## config.mk

```make
export PLATFORM = sky130hd
export DESIGN_NAME = cpsc_div
export DESIGN_NICKNAME = d
export VERILOG_FILES = /design/src/design/cpsc_pkg.sv /design/src/design/cpsc_div.sv
export SDC_FILE = /design/constraint.sdc
export NUM_CORES = 1
export LEC_CHECK = 0
export BUFFER_PORTS_ARGS = -buffer_cell sky130_fd_sc_hd__clkbuf_2
export CORE_UTILIZATION = 54
export CTS_BUF_LIST = sky130_fd_sc_hd__clkbuf_4 sky130_fd_sc_hd__clkbuf_8 sky130_fd_sc_hd__clkbuf_16
export DETAILED_ROUTE_END_ITERATION = 10
export PLACE_DENSITY = 0.83
export REMOVE_ABC_BUFFERS = 1
export SETUP_SLACK_MARGIN = 0.3
export SYNTH_ARGS = -nofsm -noshare
export SYNTH_HDL_FRONTEND = slang
export SYNTH_SLANG_ARGS = --single-unit
```

## constraint.sdc

```tcl
create_clock -name clock -period 8.3 [get_ports clock]
set_input_delay 0.415 -clock clock [delete_from_list [all_inputs] [get_ports clock]]
set_output_delay 0.415 -clock clock [all_outputs]
set_load 0.01 [all_outputs]
```

## src/design/cpsc_pkg.sv

```systemverilog
`timescale 1ns / 1ps
// ----------------------------------------------------------------------------
// cpsc_pkg
// Shared types, constants and helpers for the polygon slide collision block.
// ----------------------------------------------------------------------------
package cpsc_pkg;

   localparam int MAX_EDGES_DEF    = 16;
   localparam int POLY_ID_BITS_DEF = 16;
   localparam int CSR_W            = 5;
   localparam logic [CSR_W-1:0] CSR_RESET = 5'd3;
   localparam int MIN_EDGES        = 3;
   localparam int EDGE_INDEX_W     = 4;

   // 0.0001 in Q16.16 and in Q32.32
   localparam logic signed [63:0] TOL_Q16 = 64'sd7;
   localparam logic signed [63:0] TOL_Q32 = 64'sd429497;

   localparam int DIV_NUM_W = 48;
   localparam int DIV_DEN_W = 33;

   localparam logic OP_WRITE = 1'b0;
   localparam logic OP_QUERY = 1'b1;

   typedef enum logic [4:0] {
      ST_IDLE,
      ST_WR_MUL0,
      ST_WR_MUL1,
      ST_WR_STORE,
      ST_RD_ENTRY,
      ST_RD_NEXTV,
      ST_RD_DONE,
      ST_CR_CHK,
      ST_EP_MUL0,
      ST_EP_MUL1,
      ST_SP_MUL0,
      ST_SP_MUL1,
      ST_EVAL,
      ST_DIV,
      ST_CX_MUL,
      ST_CY_MUL,
      ST_CY_DONE,
      ST_OX_MUL,
      ST_OY_MUL,
      ST_ON_CHK,
      ST_SN_MUL0,
      ST_SN_MUL1,
      ST_SN_SINK,
      ST_SN_PX,
      ST_SN_PY,
      ST_SN_DONE,
      ST_EMIT
   } cpsc_state_type;

   typedef enum logic [1:0] {
      DIR_NONE,
      DIR_FWD,
      DIR_BACK
   } edge_dir_type;

   function automatic logic signed [63:0] sext32(input logic signed [31:0] v);
      return {{32{v[31]}}, v};
   endfunction

   function automatic logic signed [31:0] sat32(input logic signed [63:0] v);
      logic signed [31:0] r;
      if (v > 64'sd2147483647) r = 32'sh7fffffff;
      else if (v < -64'sd2147483648) r = 32'sh80000000;
      else r = v[31:0];
      return r;
   endfunction

   // position of p along edge a->b: behind a, beyond b, or between
   function automatic edge_dir_type edge_dir(
      input logic signed [31:0] px, input logic signed [31:0] py,
      input logic signed [31:0] ax, input logic signed [31:0] ay,
      input logic signed [31:0] bx, input logic signed [31:0] by);
      logic signed [63:0] d;
      logic signed [31:0] pc, ac, bc;
      edge_dir_type r;
      d  = sext32(ax) - sext32(bx);
      pc = px;
      ac = ax;
      bc = bx;
      if (d <= TOL_Q16 && d >= -TOL_Q16) begin
         pc = py;
         ac = ay;
         bc = by;
      end
      if (ac > bc) begin
         if (pc >= ac) r = DIR_BACK;
         else if (pc <= bc) r = DIR_FWD;
         else r = DIR_NONE;
      end else begin
         if (pc <= ac) r = DIR_BACK;
         else if (pc >= bc) r = DIR_FWD;
         else r = DIR_NONE;
      end
      return r;
   endfunction

endpackage

```

## src/design/cpsc_div.sv

```systemverilog
`timescale 1ns / 1ps
// ----------------------------------------------------------------------------
// cpsc_div
// Unsigned restoring divider, one quotient bit per cycle.
// ----------------------------------------------------------------------------
module cpsc_div (
   input  logic                           clock,
   input  logic                           reset,
   input  logic                           start,
   input  logic [cpsc_pkg::DIV_NUM_W-1:0] num,
   input  logic [cpsc_pkg::DIV_DEN_W-1:0] den,
   output logic                           done,
   output logic [cpsc_pkg::DIV_NUM_W-1:0] quo
);
   import cpsc_pkg::*;

   localparam int CNT_W = $clog2(DIV_NUM_W + 1);

   logic [DIV_DEN_W-1:0] rem_ff, rem_in;
   logic [DIV_NUM_W-1:0] quo_ff, quo_in;
   logic [DIV_DEN_W-1:0] den_ff, den_in;
   logic [CNT_W-1:0]     cnt_ff, cnt_in;
   logic                 busy_ff, busy_in;
   logic                 done_ff, done_in;
   logic [DIV_DEN_W:0]   shifted;

   always_comb begin
      rem_in  = rem_ff;
      quo_in  = quo_ff;
      den_in  = den_ff;
      cnt_in  = cnt_ff;
      busy_in = busy_ff;
      done_in = 1'b0;
      shifted = {rem_ff, quo_ff[DIV_NUM_W-1]};
      if (start) begin
         rem_in  = '0;
         quo_in  = num;
         den_in  = den;
         cnt_in  = CNT_W'(DIV_NUM_W);
         busy_in = 1'b1;
      end else if (busy_ff) begin
         if (shifted >= {1'b0, den_ff}) begin
            rem_in = DIV_DEN_W'(shifted - {1'b0, den_ff});
            quo_in = {quo_ff[DIV_NUM_W-2:0], 1'b1};
         end else begin
            rem_in = shifted[DIV_DEN_W-1:0];
            quo_in = {quo_ff[DIV_NUM_W-2:0], 1'b0};
         end
         cnt_in = cnt_ff - CNT_W'(1);
         if (cnt_ff == CNT_W'(1)) begin
            busy_in = 1'b0;
            done_in = 1'b1;
         end
      end
   end

   always_ff @(posedge clock) begin
      if (reset) begin
         busy_ff <= 1'b0;
         done_ff <= 1'b0;
         cnt_ff  <= '0;
      end else begin
         busy_ff <= busy_in;
         done_ff <= done_in;
         cnt_ff  <= cnt_in;
      end
      rem_ff <= rem_in;
      quo_ff <= quo_in;
      den_ff <= den_in;
   end

   assign done = done_ff;
   assign quo  = quo_ff;

endmodule

```

==> impl_metrics.json <==
{
  "synthCells": 678,
  "fp.coreArea_um2": 12200,
  "vias": 5752,
  "r2r_setup_slack_ps": 4290,
  "p_total_w": 0.00187,
  "critPathMaxFanout": 31,
  "pwr-share-comb_pct": 20.5,
  "ys_ff_latch": 122,
  "finalNetCount": 916,
  "finClkSkew_ps": 12.6,
  "path_class": "flop to flop",
  "worst_pin_slew_ps": 1350,
  "max_freq_mhz": 249,
  "min_period_ps": 4010,
  "yosysWarnings": 0,
  "ctsHoldBuffers": 0,
  "intPower_w": 0.00133,
  "synth_mux_area_share_pct": 8.58,
  "post-place-ws_ps": 4460,
  "synthXorXnorAreaFrac_pct": 2.92,
  "start_util_pct": 56.5,
  "netlist_area_um2": 6900,
  "via_per_inst": 5.89,
  "power_leakage_nw": 3.46,
  "worst_ep_arrival_time_ps": 4310,
  "clk_latency_ps": 420,
  "synth_top_family_by_area": "compound AO/OA/AOI/OAI gates",
  "first_pass_iters": 6,
  "async_reset_ff_share_pct": 0,
  "yosys_most_used_dff": "edfxtp_1",
  "place_area_um2": 7640,
  "relSlewSlack_pct": 9.85,
  "hold_violations": 0,
  "portBuffers": 132,
  "drc": 0,
  "core.rowCount": 40,
  "fin_tns_setup_ps": 0,
  "area_delta_synth_final_pct": 19.3,
  "cts_tree": "built",
  "synthAdderAreaFrac_pct": 6.64,
  "yosysSeqAreaShare_pct": 47.2,
  "io_pins": 133,
  "setup_viol": 0,
  "maxSlewViolCount": 0,
  "cts_resized": 0,
  "end_kind": "flop",
  "p_sw_share_pct": 28.8,
  "routabilityCongestion": 0.882,
  "hold_class": "input pin to flop",
  "die_y_um": 115,
  "cts_buffers": 17,
  "power_frac_seq_pct": 39.9,
  "fin_crit_sh_pct": 48.4,
  "die_area_um2": 13200,
  "grt_pass1_vias": 5729,
  "p_per_area_nw_per_um2": 227,
  "dp_cells": 945,
  "die_w_um": 115,
  "cts_buffer_depth": 2,
  "fin_area_um2": 8230,
  "synth_compound_area_share_pct": 17.1,
  "cts_root_buffer": "clkbuf_16",
  "synth.distinct_cells": 66,
  "worst_slack_ps": 4290,
  "cts.sinks": 122,
  "wl_um": 16000,
  "clkPwrFrac_pct": 39.6,
  "crit_required_ps": 8600,
  "post_drt_wl_per_cell_um": 16.3,
  "postSynthAreaPerCell_um2": 10.2,
  "synth_edf_count": 81,
  "rsz0062_at_grt": "no",
  "grt_pass1_wl_um": 26200,
  "drive_above_1_share_pct": 28.3,
  "max_cap_viol_count": 0,
  "power_switching_w": 0.000539,
  "grt_usage_pct": 25.5,
  "antenna_found_initial": 0,
  "n_fill_cell": 933,
  "peakVddDrop_mv": 0.160,
  "dp_hpwl_um": 11000,
  "ant_nets": 0,
  "drt_iter0_markers": 593,
  "overflow": 0,
  "grt_max_degree": 73,
  "ctsHtreeMaxLevel": 4,
  "antenna-diode-count": 0,
  "path_clk_slew_ps": 60,
  "startpoint_type": "flop",
  "yosys.area_share.simple_pct": 13.0,
  "status": "completed",
  "post_cts_buffers": 0,
  "fin_cells": 977
}
sequential cells by signal, indices dropped and copies added, names as in the netlist:
| register | cells |
|---|---|
| quo | 48 |
| den_ff | 33 |
| rem_ff | 33 |
| cnt_ff | 6 |
| busy_ff | 1 |
| done | 1 |
final cells by class:
type | instances | area [µm²] | share of cell area [%]
Clock buffer | 19 | 453 | 5.50
Clock inverter | 13 | 140 | 1.70
Inverter | 45 | 169 | 2.05
Multi-Input combinational cell | 476 | 3330 | 40.4
Sequential cell | 122 | 3250 | 39.5
Tap cell | 168 | 210 | 2.55
Timing Repair Buffer | 134 | 678 | 8.24
synth_stat cells (7+ instances only):
cell,n,share of area [%]
a311oi_1,21,2.7
ha_1,35,6.3
nand4_1,10,0.91
clkbuf_1,25,1.4
dfxtp_1,41,12
buf_2,7,0.51
nor3_1,13,0.94
a21oi_1,45,3.3
a211oi_1,8,0.87
nand2_1,65,3.5
nor2_1,53,2.9
o21ai_0,29,2.1
edfxtp_1,81,35
mux2_2,49,8.0
a21o_1,10,1.1
inv_1,44,2.4
xnor2_1,17,2.2
nand3_1,8,0.58
critical path, stage by stage, from the launching register on:
cell	delay [ps]
edfxtp_1	400
inv_1	70
ha_1	170
inv_1	60
fa_1	390
a21o_1	220
a221oi_2	390
nand3_1	210
nand4_1	180
a21oi_2	130
nor2_2	1050
nand2_1	180
a311oi_1	430
final timing paths:
kind                                  from          to  cells past startpoint
worst max-delay path               quo[47]   rem_ff[5]                     12
worst min-delay path               den[24]  den_ff[24]                      1
worst max register to register     quo[47]   rem_ff[5]                     12
worst min register to register  rem_ff[16]  rem_ff[16]                      2
stage by stage:
step           util (%)  hold slack (ps)
6_report           67.4              166
4_1_cts            67.4              149
3_3_place_gp       62.5              472
2_1_floorplan         -              452
3_5_place_dp       62.5              480
5_1_grt            67.4              155
power groups by stage:
stage | Sequential (W) | Combinational (W) | Clock [W]
final | 0.000745 | 0.000383 | 0.000740
after global routing | 0.000751 | 0.000422 | 0.000778
after CTS | 0.000745 | 0.000379 | 0.000750
after detailed placement | 0.000756 | 0.000376 | 0
after global placement | 0.000754 | 0.000363 | 0
after floorplan | 0.000765 | 0.000244 | 0
cell usage in the layout (no fill, tap or decap), drive strengths merged, types with 3 or more instances in the layout:
cell type  count
nor3          13
a31oi          5
inv           47
xor2           6
and3           6
o211ai         4
o211a          3
or2            3
mux2i          4
buf            3
edfxtp        81
xnor2         17
nor2b          4
or3            5
a211o          3
dfxtp         41
o21bai         4
mux2          49
nand4         10
nor2          54
o21a           6
clkbuf       150
a21o          11
nand2b         6
a211oi         8
a311oi        22
o31ai          6
and2           4
a21boi         6
nand3          8
nand2         66
clkinv         7
o21ai         34
ha            35
a21oi         46
nor4           4
metal layers:
metal | part of all wire, % | track usage, % | wire (µm)
met1 | 42 | 30.7 | 6710
met2 | 48 | 42.5 | 7700
met3 | 7.4 | 7.64 | 1180
met4 | 2.2 | 11.0 | 348
met5 | 0 | 0 | 0
logic make-up after synthesis:
kind of cell,count (synthesis)
and+or+nand+nor,192
AOI/OAI and AO/OA,172
DFF,122
buffers and inverters,80
muxes,53
adders and majority gates,36
xor gates and xnor gates,23
No activity file was read; power rests on OpenSTA's default activity.
