[config.mk]
export PLATFORM = sky130hd
export DESIGN_NAME = cpsc_ram
export DESIGN_NICKNAME = d
export VERILOG_FILES = /design/src/design/cpsc_ram.sv
export SDC_FILE = /design/constraint.sdc
export NUM_CORES = 1
export LEC_CHECK = 0
export BUFFER_PORTS_ARGS = -buffer_cell sky130_fd_sc_hd__buf_2
export CAP_MARGIN = 0
export CORE_MARGIN = 1
export CORE_UTILIZATION = 23
export CTS_CLUSTER_SIZE = 25
export DETAILED_ROUTE_END_ITERATION = 10
export SYNTH_ARGS = -nofsm -noshare
export SYNTH_HDL_FRONTEND = slang
export SYNTH_SLANG_ARGS = --single-unit
export TNS_END_PERCENT = 100
[constraint.sdc]
create_clock -name clock -period 1.85 [get_ports clock]
set_input_delay 0.2775 -clock clock [delete_from_list [all_inputs] [get_ports clock]]
set_output_delay 0.2775 -clock clock [all_outputs]
set_load 0.005 [all_outputs]
[src/design/cpsc_ram.sv]
`timescale 1ns / 1ps
// ----------------------------------------------------------------------------
// cpsc_ram
// Generic single write port, single read port RAM with registered read.
// ----------------------------------------------------------------------------
module cpsc_ram #(
   parameter int WIDTH = 8,
   parameter int DEPTH = 16
) (
   input  logic                     clock,
   input  logic                     wr_en,
   input  logic [$clog2(DEPTH)-1:0] wr_addr,
   input  logic [WIDTH-1:0]         wr_data,
   input  logic [$clog2(DEPTH)-1:0] rd_addr,
   output logic [WIDTH-1:0]         rd_data
);

   logic [WIDTH-1:0] mem [DEPTH];
   logic [WIDTH-1:0] rd_data_ff;

   always_ff @(posedge clock) begin
      if (wr_en) begin
         mem[wr_addr] <= wr_data;
      end
      rd_data_ff <= mem[rd_addr];
   end

   assign rd_data = rd_data_ff;

endmodule

==> results of run 1 <==
==> per-stage QoR <==
step	cell area, um^2	hold slack (ns)	setup WS [ns]	power (uW)	cells
4_1_cts	6260	0.238	0.487	6810	577
5_1_grt	6260	0.250	0.438	6970	577
2_1_floorplan	5150	0.376	0.0796	3700	229
6_report	6260	0.249	0.539	6740	577
3_3_place_gp	5730	0.653	0.141	3850	545
3_5_place_dp	5730	0.659	0.136	3860	545
==> power groups by stage <==
stage / clock, uW / combinational, uW / sequential (uW)
2_1_floorplan: 0 / 175 / 3530
3_3_place_gp: 0 / 314 / 3530
3_5_place_dp: 0 / 324 / 3530
4_1_cts: 3010 / 325 / 3470
5_1_grt: 3140 / 351 / 3480
6_report: 2950 / 316 / 3470
==> worst paths after layout <==
path	end	slack, ns
setup / recovery	rd_data[5]$_DFF_P_	0.54
hold / removal	mem[4][7]$_DFFE_PP_	0.25
setup reg to reg	rd_data[5]$_DFF_P_	0.54
hold reg to reg	rd_data[0]$_DFF_P_	0.67
==> flip-flops by register name, summed over array words and instances (netlist names) <==
name and cells:
mem 128, rd_data 8
==> layout by cell type (no fill, tap or decap), drive strengths merged <==
| cell | netlist | final |
|---|---|---|
| a22oi | 16 | 16 |
| and2 | 1 | 1 |
| and2b | 1 | 1 |
| buf | 7 | 46 |
| clkbuf | 0 | 28 |
| clkinv | 0 | 4 |
| dfxtp | 8 | 8 |
| edfxtp | 128 | 128 |
| mux4 | 32 | 32 |
| nand2 | 9 | 9 |
| nand2b | 2 | 2 |
| nand3 | 1 | 1 |
| nand3b | 2 | 2 |
| nor2 | 13 | 13 |
| nor2b | 1 | 1 |
| nor3 | 4 | 4 |
| or3b | 1 | 1 |
==> critical path: cells and delay by family, from the launching register on <==
family          cells  cell delay [ns]
compound gates      1             0.26
flops               1             0.35
mux                 1             0.50
simple gates        1             0.09
==> layout make-up <==
class	instances	area, um^2
sequential	136	4000
timing repair buffer	46	320
multi-input combinational	83	1060
clock buffer	28	507
tap	280	350
fill	2156	15600
clock inverter	4	20.0
==> layer usage <==
metal  up-vias  part of all wire (%)  global-route usage (%)
met4         4                  0.58                    3.51
met5         -                  0.26                       0
li1       1081                     -                       -
met2        67                    47                    13.9
met3        12                   5.2                    3.35
met1      1246                    47                    13.1
==> kinds of logic (layout without fill, tap and decap cells) <==
group | after synthesis | in the layout | share of synthesized area (%)
and+or+nand+nor | 35 | 35 | 3.18
AOI/OAI and AO/OA | 16 | 16 | 2.33
buffers and inverters | 10 | 78 | 1.68
DFF | 136 | 136 | 77.8
muxes | 32 | 32 | 15.0
==> qor.yml, run 1 <==
synthesis.area_um2: 5150
hp-class: "input port to register"
grt_pass1_wl_mm: 15.3
core_area_um2: 21900
start_kind: "register"
synth_top_area_cell: "edfxtp_1"
fp.dieW_um: 152
finalSetupViolCount: 0
synthTopCellsByArea: "edfxtp_1 (75%), mux4_2 (7.9%), mux4_1 (7.1%)"
drive_gt1_share_pct: 30.3
clockRootBuffer: "clkbuf_16"
ctsResizeCount: 0
ys_ff_latch: 136
p_sw_uw: 1300
dr_total_vias: 2410
path_max_fanout: 1
synth_most_common_cell: "edfxtp_1"
slew_viol_final: 0
synth_cells: 229
io_pins: 26
syn-num-nets: 247
htreeDepth: 4
clockBufferDepth: 2
power.internal_uw: 5440
overflow: 0
grt_max_degree: 33
seqPwrFrac_pct: 51.5
die-area_um2: 23000
min_from: "wr_data[7]"
chipHeight_um: 152
numCtsBuffers: 17
cap_viol_max_count: 0
crit_arrival_ns: 1.60
swShare_pct: 19.3
rows: 54
required_ns: 2.14
clock_sinks: 136
power_frac_clock_pct: 43.8
postCtsSetupBuffers: 0
synthToLayoutAreaGrowth_pct: 21.6
synth.top_cells.by_count: "edfxtp_1 (128), mux4_2 (18), a22oi_1 (16)"
initial_core_util_pct: 23.5
antenna_found_initial: 2
tightest_slew_ns: 0.426
hold_violations: 0
utilization_pct: 28.6
drt_wl_total_mm: 9.87
nNetsFinal: 302
ant_nets: 0
hold_buffers: 0
leakage_uw: 0.00208
finClkSkew_ns: 0.00484
clk_latency_ns: 0.41
max-vdd-ir-drop_v: 0.000597
status: "finished clean"
clk_pin_slew_worst_paths_ns: 0.05
cts_tree: "built"
grt_pass1_vias: 2557
synth.distinct_cells: 19
critical_path_class: "register to register"
rsz0062_at_grt: "false"
crit_path_end_kind: "register"
yosysWarnings: 0
power.density_nw_per_um2: 1080
crit_start: "mem[1][5]$_DFFE_PP_"
drc_errors: 0
crit_path_top_delay_cell: "mux4_1"
synthDominantCellAreaShare_pct: 74.7
synth_enable_flop_cells: 128
yosysSeqAreaShare_pct: 77.8
reg2reg_from: "mem[1][5]$_DFFE_PP_"
holdPathStages: 1
n_antenna_cell: 0
fin_crit_sh_pct: 70.9
combPwrFrac_pct: 4.7
fin_crit_ns: 1.31
avgViaCountPerCell: 4.18
path_cells: "mux4_1 -> a22oi_1 -> nand2_1"
grt.total_usage_pct: 9.58
rr_worst_depth: 3
gp_congestion: 0.702
fmax_ghz: 0.763
async_flop_share_pct: 0
synth_ff_type: "edfxtp_1"
wire_per_inst_um: 17.1
firstDrtPassIters: 4
portBuffers: 25
drt_iter0_drc: 156
max_slew_margin_pct: 71.6
dpl.hpwl_mm: 6.58
tns_ns: 0
max_stage_delay_ns: 0.50
syn_area_per_cell_um2: 22.5
(Power assumes the default switching activity.)
==> inputs of run 2 (changes only) <==
Clock period 1.85 ns to 1.2 ns, I/O delays scaled along.
==> run 2 against run 1 <==
Compared with the run above: global-route usage rose by 0.092 points; final cell count grew 1.2%; the flow now finishes with violations (setup timing); sequential power up 54%; utilization rose by 1.0 points; sequential share of layout area is 2.2 points lower; design area is 3.5% higher; via count shrank 0.58%; worst setup slack got worse by 0.58 ns; highest routed layer is now met4; worst hold slack got worse by 0.10 ns; power up 63%; wire length up 3.3%; combinational power rose by 77%; largest cell class unchanged.
==> qor.yml, run 2 (same netlist as run 1, synthesis figures left out) <==
ant_nets: 0  # unchanged
firstDrtPassIters: 4  # unchanged
power.density_nw_per_um2: 1700  # was 1080 nW/um^2
fin_crit_ns: 1.25  # was 1.31 ns
tightest_slew_ns: 0.976  # was 0.426 ns
power.internal_uw: 8810  # was 5440 uW
top_register: "mem"  # unchanged
drive_gt1_share_pct: 42.8  # was 30.3%
combPwrFrac_pct: 5.1  # was 4.7%
dpl.hpwl_mm: 6.56  # was 6.58 mm
die-area_um2: 23000  # unchanged
final_area_um2: 6480  # was 6260 um^2
hp-class: "input port to register"  # unchanged
status: "finished, violations left"  # was finished clean
cts_tree: "built"  # unchanged
max_slew_margin_pct: 34.7  # was 71.6%
numCtsBuffers: 17  # unchanged
path_max_fanout: 1  # unchanged
start_kind: "register"  # unchanged
dr_total_vias: 2396  # was 2410
place_inst: 552  # was 545
fin_crit_sh_pct: 104  # was 70.9%
clk_pin_slew_worst_paths_ns: 0.06  # was 0.05 ns
final_cell_mix: "edfxtp_1 (128), mux4_2 (32), buf_2 (25)"  # was edfxtp_1 (128), buf_2 (25), mux4_2 (18), buf_4 (18), clkbuf_16 (17)
hold_buffers: 0  # unchanged
rsz0062_at_grt: "true"  # was false
io_pins: 26  # unchanged
seqPwrFrac_pct: 48.6  # was 51.5%
slew_viol_final: 0  # unchanged
nNetsFinal: 309  # was 302
crit_end: "rd_data[0]$_DFF_P_"  # was rd_data[5]$_DFF_P_
clock_sinks: 136  # unchanged
wire_per_inst_um: 17.4  # was 17.1 um
clockRootBuffer: "clkbuf_16"  # unchanged
crit_start: "mem[3][0]$_DFFE_PP_"  # was mem[1][5]$_DFFE_PP_
antenna_found_initial: 0  # was 2
fin_cells: 584  # was 577
utilization_pct: 29.6  # was 28.6%
synthToLayoutAreaGrowth_pct: 25.8  # was 21.6%
critical_path_class: "register to register"  # unchanged
grt_pass1_vias: 2601  # was 2557
timing.rr.end: "rd_data[0]$_DFF_P_"  # was rd_data[5]$_DFF_P_
initial_core_util_pct: 23.5  # unchanged
finClkSkew_ns: 0.00867  # was 0.00484 ns
crit_path_end_kind: "register"  # unchanged
clk_latency_ns: 0.41  # about the same
gp_congestion: 0.683  # was 0.702
clockBufferDepth: 2  # unchanged
drt_wl_total_mm: 10.2  # was 9.87 mm
p_sw_uw: 2200  # was 1300 uW
fp.dieW_um: 152  # unchanged
grt_pass1_wl_mm: 15.5  # was 15.3 mm
cap_viol_max_count: 0  # unchanged
overflow: 0  # unchanged
htreeDepth: 4  # unchanged
final_common_cell: "edfxtp_1"  # unchanged
core_area_um2: 21900  # unchanged
reg2reg_slack_ns: -0.05  # was 0.54 ns
n_antenna_cell: 0  # unchanged
fmax_ghz: 0.802  # was 0.763 GHz
fin_ws_ns: -0.0463  # was 0.539 ns
swShare_pct: 20.0  # was 19.3%
whs_ns: 0.147  # was 0.249 ns
placed_area_um2: 5850  # was 5730 um^2
rows: 54  # unchanged
required_ns: 1.49  # was 2.14 ns
rr_worst_depth: 3  # unchanged
power_uw: 11000  # was 6740 uW
grt.total_usage_pct: 9.67  # was 9.58%
grt_max_degree: 22  # was 33
failed_checks: "setup timing"
chipHeight_um: 152  # unchanged
postCtsSetupBuffers: 0  # unchanged
crit_arrival_ns: 1.54  # was 1.60 ns
portBuffers: 25  # unchanged
finalSetupViolCount: 8  # was 0
drc_errors: 0  # unchanged
avgViaCountPerCell: 4.10  # was 4.18
drt_iter0_drc: 250  # was 156
leakage_uw: 0.00211  # was 0.00208 uW
max-vdd-ir-drop_v: 0.000990  # was 0.000597 V
hold_violations: 0  # unchanged
largest_register_ffs: 128  # unchanged
reg2reg_from: "mem[3][0]$_DFFE_PP_"  # was mem[1][5]$_DFFE_PP_
power_frac_clock_pct: 46.4  # was 43.8%
==> run 2: power by group through the flow <==
stage	clock [uW]	sequential [uW]	combinational, uW
after floorplan	0	5440	303
final	5110	5350	558
after CTS	5190	5350	563
after global placement	0	5440	540
after global routing	5410	5350	608
after detailed placement	0	5450	550
==> run 2: per-stage QoR <==
| stage | setup TNS, ns | setup slack, ns |
|---|---|---|
| 6_report | -0.192 | -0.0463 |
| 5_1_grt | -0.608 | -0.0956 |
| 2_1_floorplan | -1.22 | -0.113 |
| 3_5_place_dp | -16.64 | -0.375 |
| 4_1_cts | -0.397 | -0.0775 |
| 3_3_place_gp | -15.91 | -0.367 |
==> run 2: timing repair <==
item / CTS / global route
gates resized for setup: 6 / 4
endpoints found under the setup margin: 8 / 8
pin swaps: 4 / 5
==> run 2: area by class of cell <==
type / count / area (um^2)
Tap cell: 280 / 350
Fill cell: 2178 / 15400
Clock buffer: 18 / 429
Timing Repair Buffer: 53 / 435
Clock inverter: 14 / 158
Sequential cell: 136 / 4000
Multi-Input combinational cell: 83 / 1100
==> run 2: worst min-delay path by stage <==
stage,start,endpoint,depth (start not counted)
floorplan,wr_data[0],mem[0][0]$_DFFE_PP_,0
detailed placement,rd_data[7]$_DFF_P_,rd_data[7],1
global placement,rd_data[7]$_DFF_P_,rd_data[7],1
finish,wr_data[3],mem[4][3]$_DFFE_PP_,1
CTS,wr_data[3],mem[4][3]$_DFFE_PP_,1
global route,wr_data[4],mem[12][4]$_DFFE_PP_,1
==> run 2: worst max-delay path: stages, from the launching register on <==
cell and delay (ns):
edfxtp_1 0.38, mux4_2 0.49, a22oi_2 0.19, nand2_1 0.08
==> run 2: per-layer routing <==
layer	wire length [um]	global-route usage [%]	share of wire [%]
met1	4210	12.9	41
met2	4900	14.8	48
met3	949	3.05	9.3
met4	136	3.27	1.3
met5	0	0	0
==> inputs of run 3 (changes only) <==
Settings changed: PLACE_DENSITY_LB_ADDON set to 0.08.
==> run 3 against run 2 <==
Compared with the run above: the flow still finishes with violations (setup timing); sequential share of layout area down 3.1 points; sequential power is essentially flat; utilization grew 1.6 points; worst hold slack better by 0.0073 ns; via count increased by 5.6%; clock power increased by 12%; design area increased by 5.3%; final cell count rose by 2.9%; count of clock-buffer cells in the layout stayed put; clock skew down 0.0017 ns.
==> qor.yml, run 3 (same netlist as run 1, synthesis figures left out) <==
status: "finished, violations left"  # unchanged
failed_checks: "setup timing"  # unchanged
slew_viol_final: 0  # unchanged
combPwrFrac_pct: 5.8  # was 5.1%
ant_nets: 0  # unchanged
critical_path_class: "register to register"  # unchanged
required_ns: 1.51  # was 1.49 ns
final_cell_mix: "edfxtp_1 (128), mux4_2 (32), buf_4 (27)"  # was edfxtp_1 (128), mux4_2 (32), buf_2 (25)
crit_path_end_kind: "register"  # unchanged
rsz0062_at_grt: "true"  # unchanged
fin_ws_ns: -0.148  # was -0.0463 ns
hp-class: "input port to register"  # unchanged
clk_pin_slew_worst_paths_ns: 0.06  # about the same
power.density_nw_per_um2: 1730  # was 1700 nW/um^2
clockBufferDepth: 2  # unchanged
n_antenna_cell: 0  # unchanged
gp_congestion: 0.685  # was 0.683
wire_per_inst_um: 21.1  # was 17.4 um
final_area_um2: 6820  # was 6480 um^2
portBuffers: 25  # unchanged
hold_buffers: 0  # unchanged
avgViaCountPerCell: 4.21  # was 4.10
clk_latency_ns: 0.41  # about the same
p_sw_uw: 2410  # was 2200 uW
largest_register_ffs: 128  # unchanged
clock_sinks: 136  # unchanged
htreeDepth: 4  # unchanged
hold_path_end: "mem[9][6]$_DFFE_PP_"  # was mem[4][3]$_DFFE_PP_
start_kind: "register"  # unchanged
cap_viol_max_count: 0  # unchanged
postCtsSetupBuffers: 0  # unchanged
grt_pass1_wl_mm: 18.9  # was 15.5 mm
drt_iter0_drc: 201  # was 250
max_slew_margin_pct: 70.1  # was 34.7%
tightest_slew_ns: 0.448  # was 0.976 ns
swShare_pct: 20.5  # was 20.0%
io_pins: 26  # unchanged
clockRootBuffer: "clkbuf_16"  # unchanged
drt_wl_total_mm: 12.7  # was 10.2 mm
timing.rr.end: "rd_data[0]$_DFF_P_"  # unchanged
fp.dieW_um: 152  # unchanged
core_area_um2: 21900  # unchanged
fin_crit_sh_pct: 112  # was 104%
grt.total_usage_pct: 12.2  # was 9.67%
holdPathStages: 1  # unchanged
final_common_cell: "edfxtp_1"  # unchanged
min_from: "wr_data[6]"  # was wr_data[3]
power_frac_clock_pct: 48.8  # was 46.4%
fin_crit_ns: 1.35  # was 1.25 ns
antenna_found_initial: 0  # unchanged
crit_arrival_ns: 1.65  # was 1.54 ns
seqPwrFrac_pct: 45.4  # was 48.6%
reg2reg_slack_ns: -0.15  # was -0.05 ns
power.internal_uw: 9350  # was 8810 uW
dr_total_vias: 2530  # was 2396
numCtsBuffers: 17  # unchanged
hold_violations: 0  # unchanged
drive_gt1_share_pct: 48.6  # was 42.8%
fmax_ghz: 0.742  # was 0.802 GHz
placed_area_um2: 6100  # was 5850 um^2
rows: 54  # unchanged
tns_ns: -0.446  # was -0.192 ns
crit_start: "mem[3][0]$_DFFE_PP_"  # unchanged
finClkSkew_ns: 0.00692  # was 0.00867 ns
chipHeight_um: 152  # unchanged
drc_errors: 0  # unchanged
finalSetupViolCount: 7  # was 8
top_register: "mem"  # unchanged
firstDrtPassIters: 6  # was 4
cts_tree: "built"  # unchanged
path_max_fanout: 1  # unchanged
dpl.hpwl_mm: 8.62  # was 6.56 mm
leakage_uw: 0.00226  # was 0.00211 uW
max-vdd-ir-drop_v: 0.000549  # was 0.000990 V
grt_max_degree: 17  # was 22
initial_core_util_pct: 23.5  # unchanged
die-area_um2: 23000  # unchanged
grt_pass1_vias: 2720  # was 2601
synthToLayoutAreaGrowth_pct: 32.5  # was 25.8%
reg2reg_from: "mem[3][0]$_DFFE_PP_"  # unchanged
nNetsFinal: 326  # was 309
overflow: 0  # unchanged
rr_worst_depth: 4  # was 3
-- run 3: cell count changes in the layout (fill, tap and decap cells not counted), moves of 3 or more --
cell / change
a22oi_1: -4
clkinv_1: -3
buf_12: +10
buf_4: +7
a22oi_2: +4
-- run 3: power groups by stage --
stage	sequential [uW]	combinational [uW]	clock, uW
global route	5350	741	6080
floorplan	5440	303	0
CTS	5340	698	5870
global placement	5440	671	0
detailed placement	5440	670	0
finish	5340	682	5740
-- run 3: metal layers --
metal	up-vias	part of all wire [%]	GRT usage, %
met1	1353	46	15.8
met5	-	0	0
met3	13	2.7	2.54
met2	40	50	20.0
met4	0	1.4	4.60
li1	1124	-	-
-- run 3: area by class of cell --
class                      instances  area, um^2
sequential                       136        4000
timing repair buffer              70         688
clock inverter                    14         221
tap                              280         350
multi-input combinational         83        1130
clock buffer                      18         429
fill                            2123       15100
-- run 3: stage by stage --
step	utilization (%)	hold slack (ns)	std cells	total power [uW]	setup slack [ns]
3_3_place_gp	27.9	0.557	569	6110	-0.500
3_5_place_dp	27.9	0.558	569	6110	-0.497
6_report	31.2	0.154	601	11800	-0.148
4_1_cts	31.1	0.139	601	11900	-0.163
5_1_grt	31.2	0.153	601	12200	-0.205
2_1_floorplan	-	0.279	229	5740	-0.113
-- run 3: repair_timing --
action | in CTS | in global routing
gates cloned | 0 | 0
pin swaps | 1 | 1
setup endpoints to repair | 8 | 8
resized for setup | 13 | 3
endpoints found under the hold margin | 0 | 0
-- run 3: critical path: stages, from the launching register on --
cell and delay, ns:
edfxtp_1 0.38, mux4_2 0.48, a22oi_2 0.18, buf_4 0.16, nand2_2 0.04
-- run 3: worst max path at each step --
| stage | to | slack, ns | cells past startpoint |
|---|---|---|---|
| after global routing | rd_data[0]$_DFF_P_ | -0.21 | 4 |
| final | rd_data[0]$_DFF_P_ | -0.15 | 4 |
| after detailed placement | rd_data[1]$_DFF_P_ | -0.50 | 5 |
| after CTS | rd_data[1]$_DFF_P_ | -0.16 | 3 |
| after global placement | rd_data[1]$_DFF_P_ | -0.50 | 5 |
| after floorplan | mem[0][0]$_DFFE_PP_ | -0.11 | 2 |
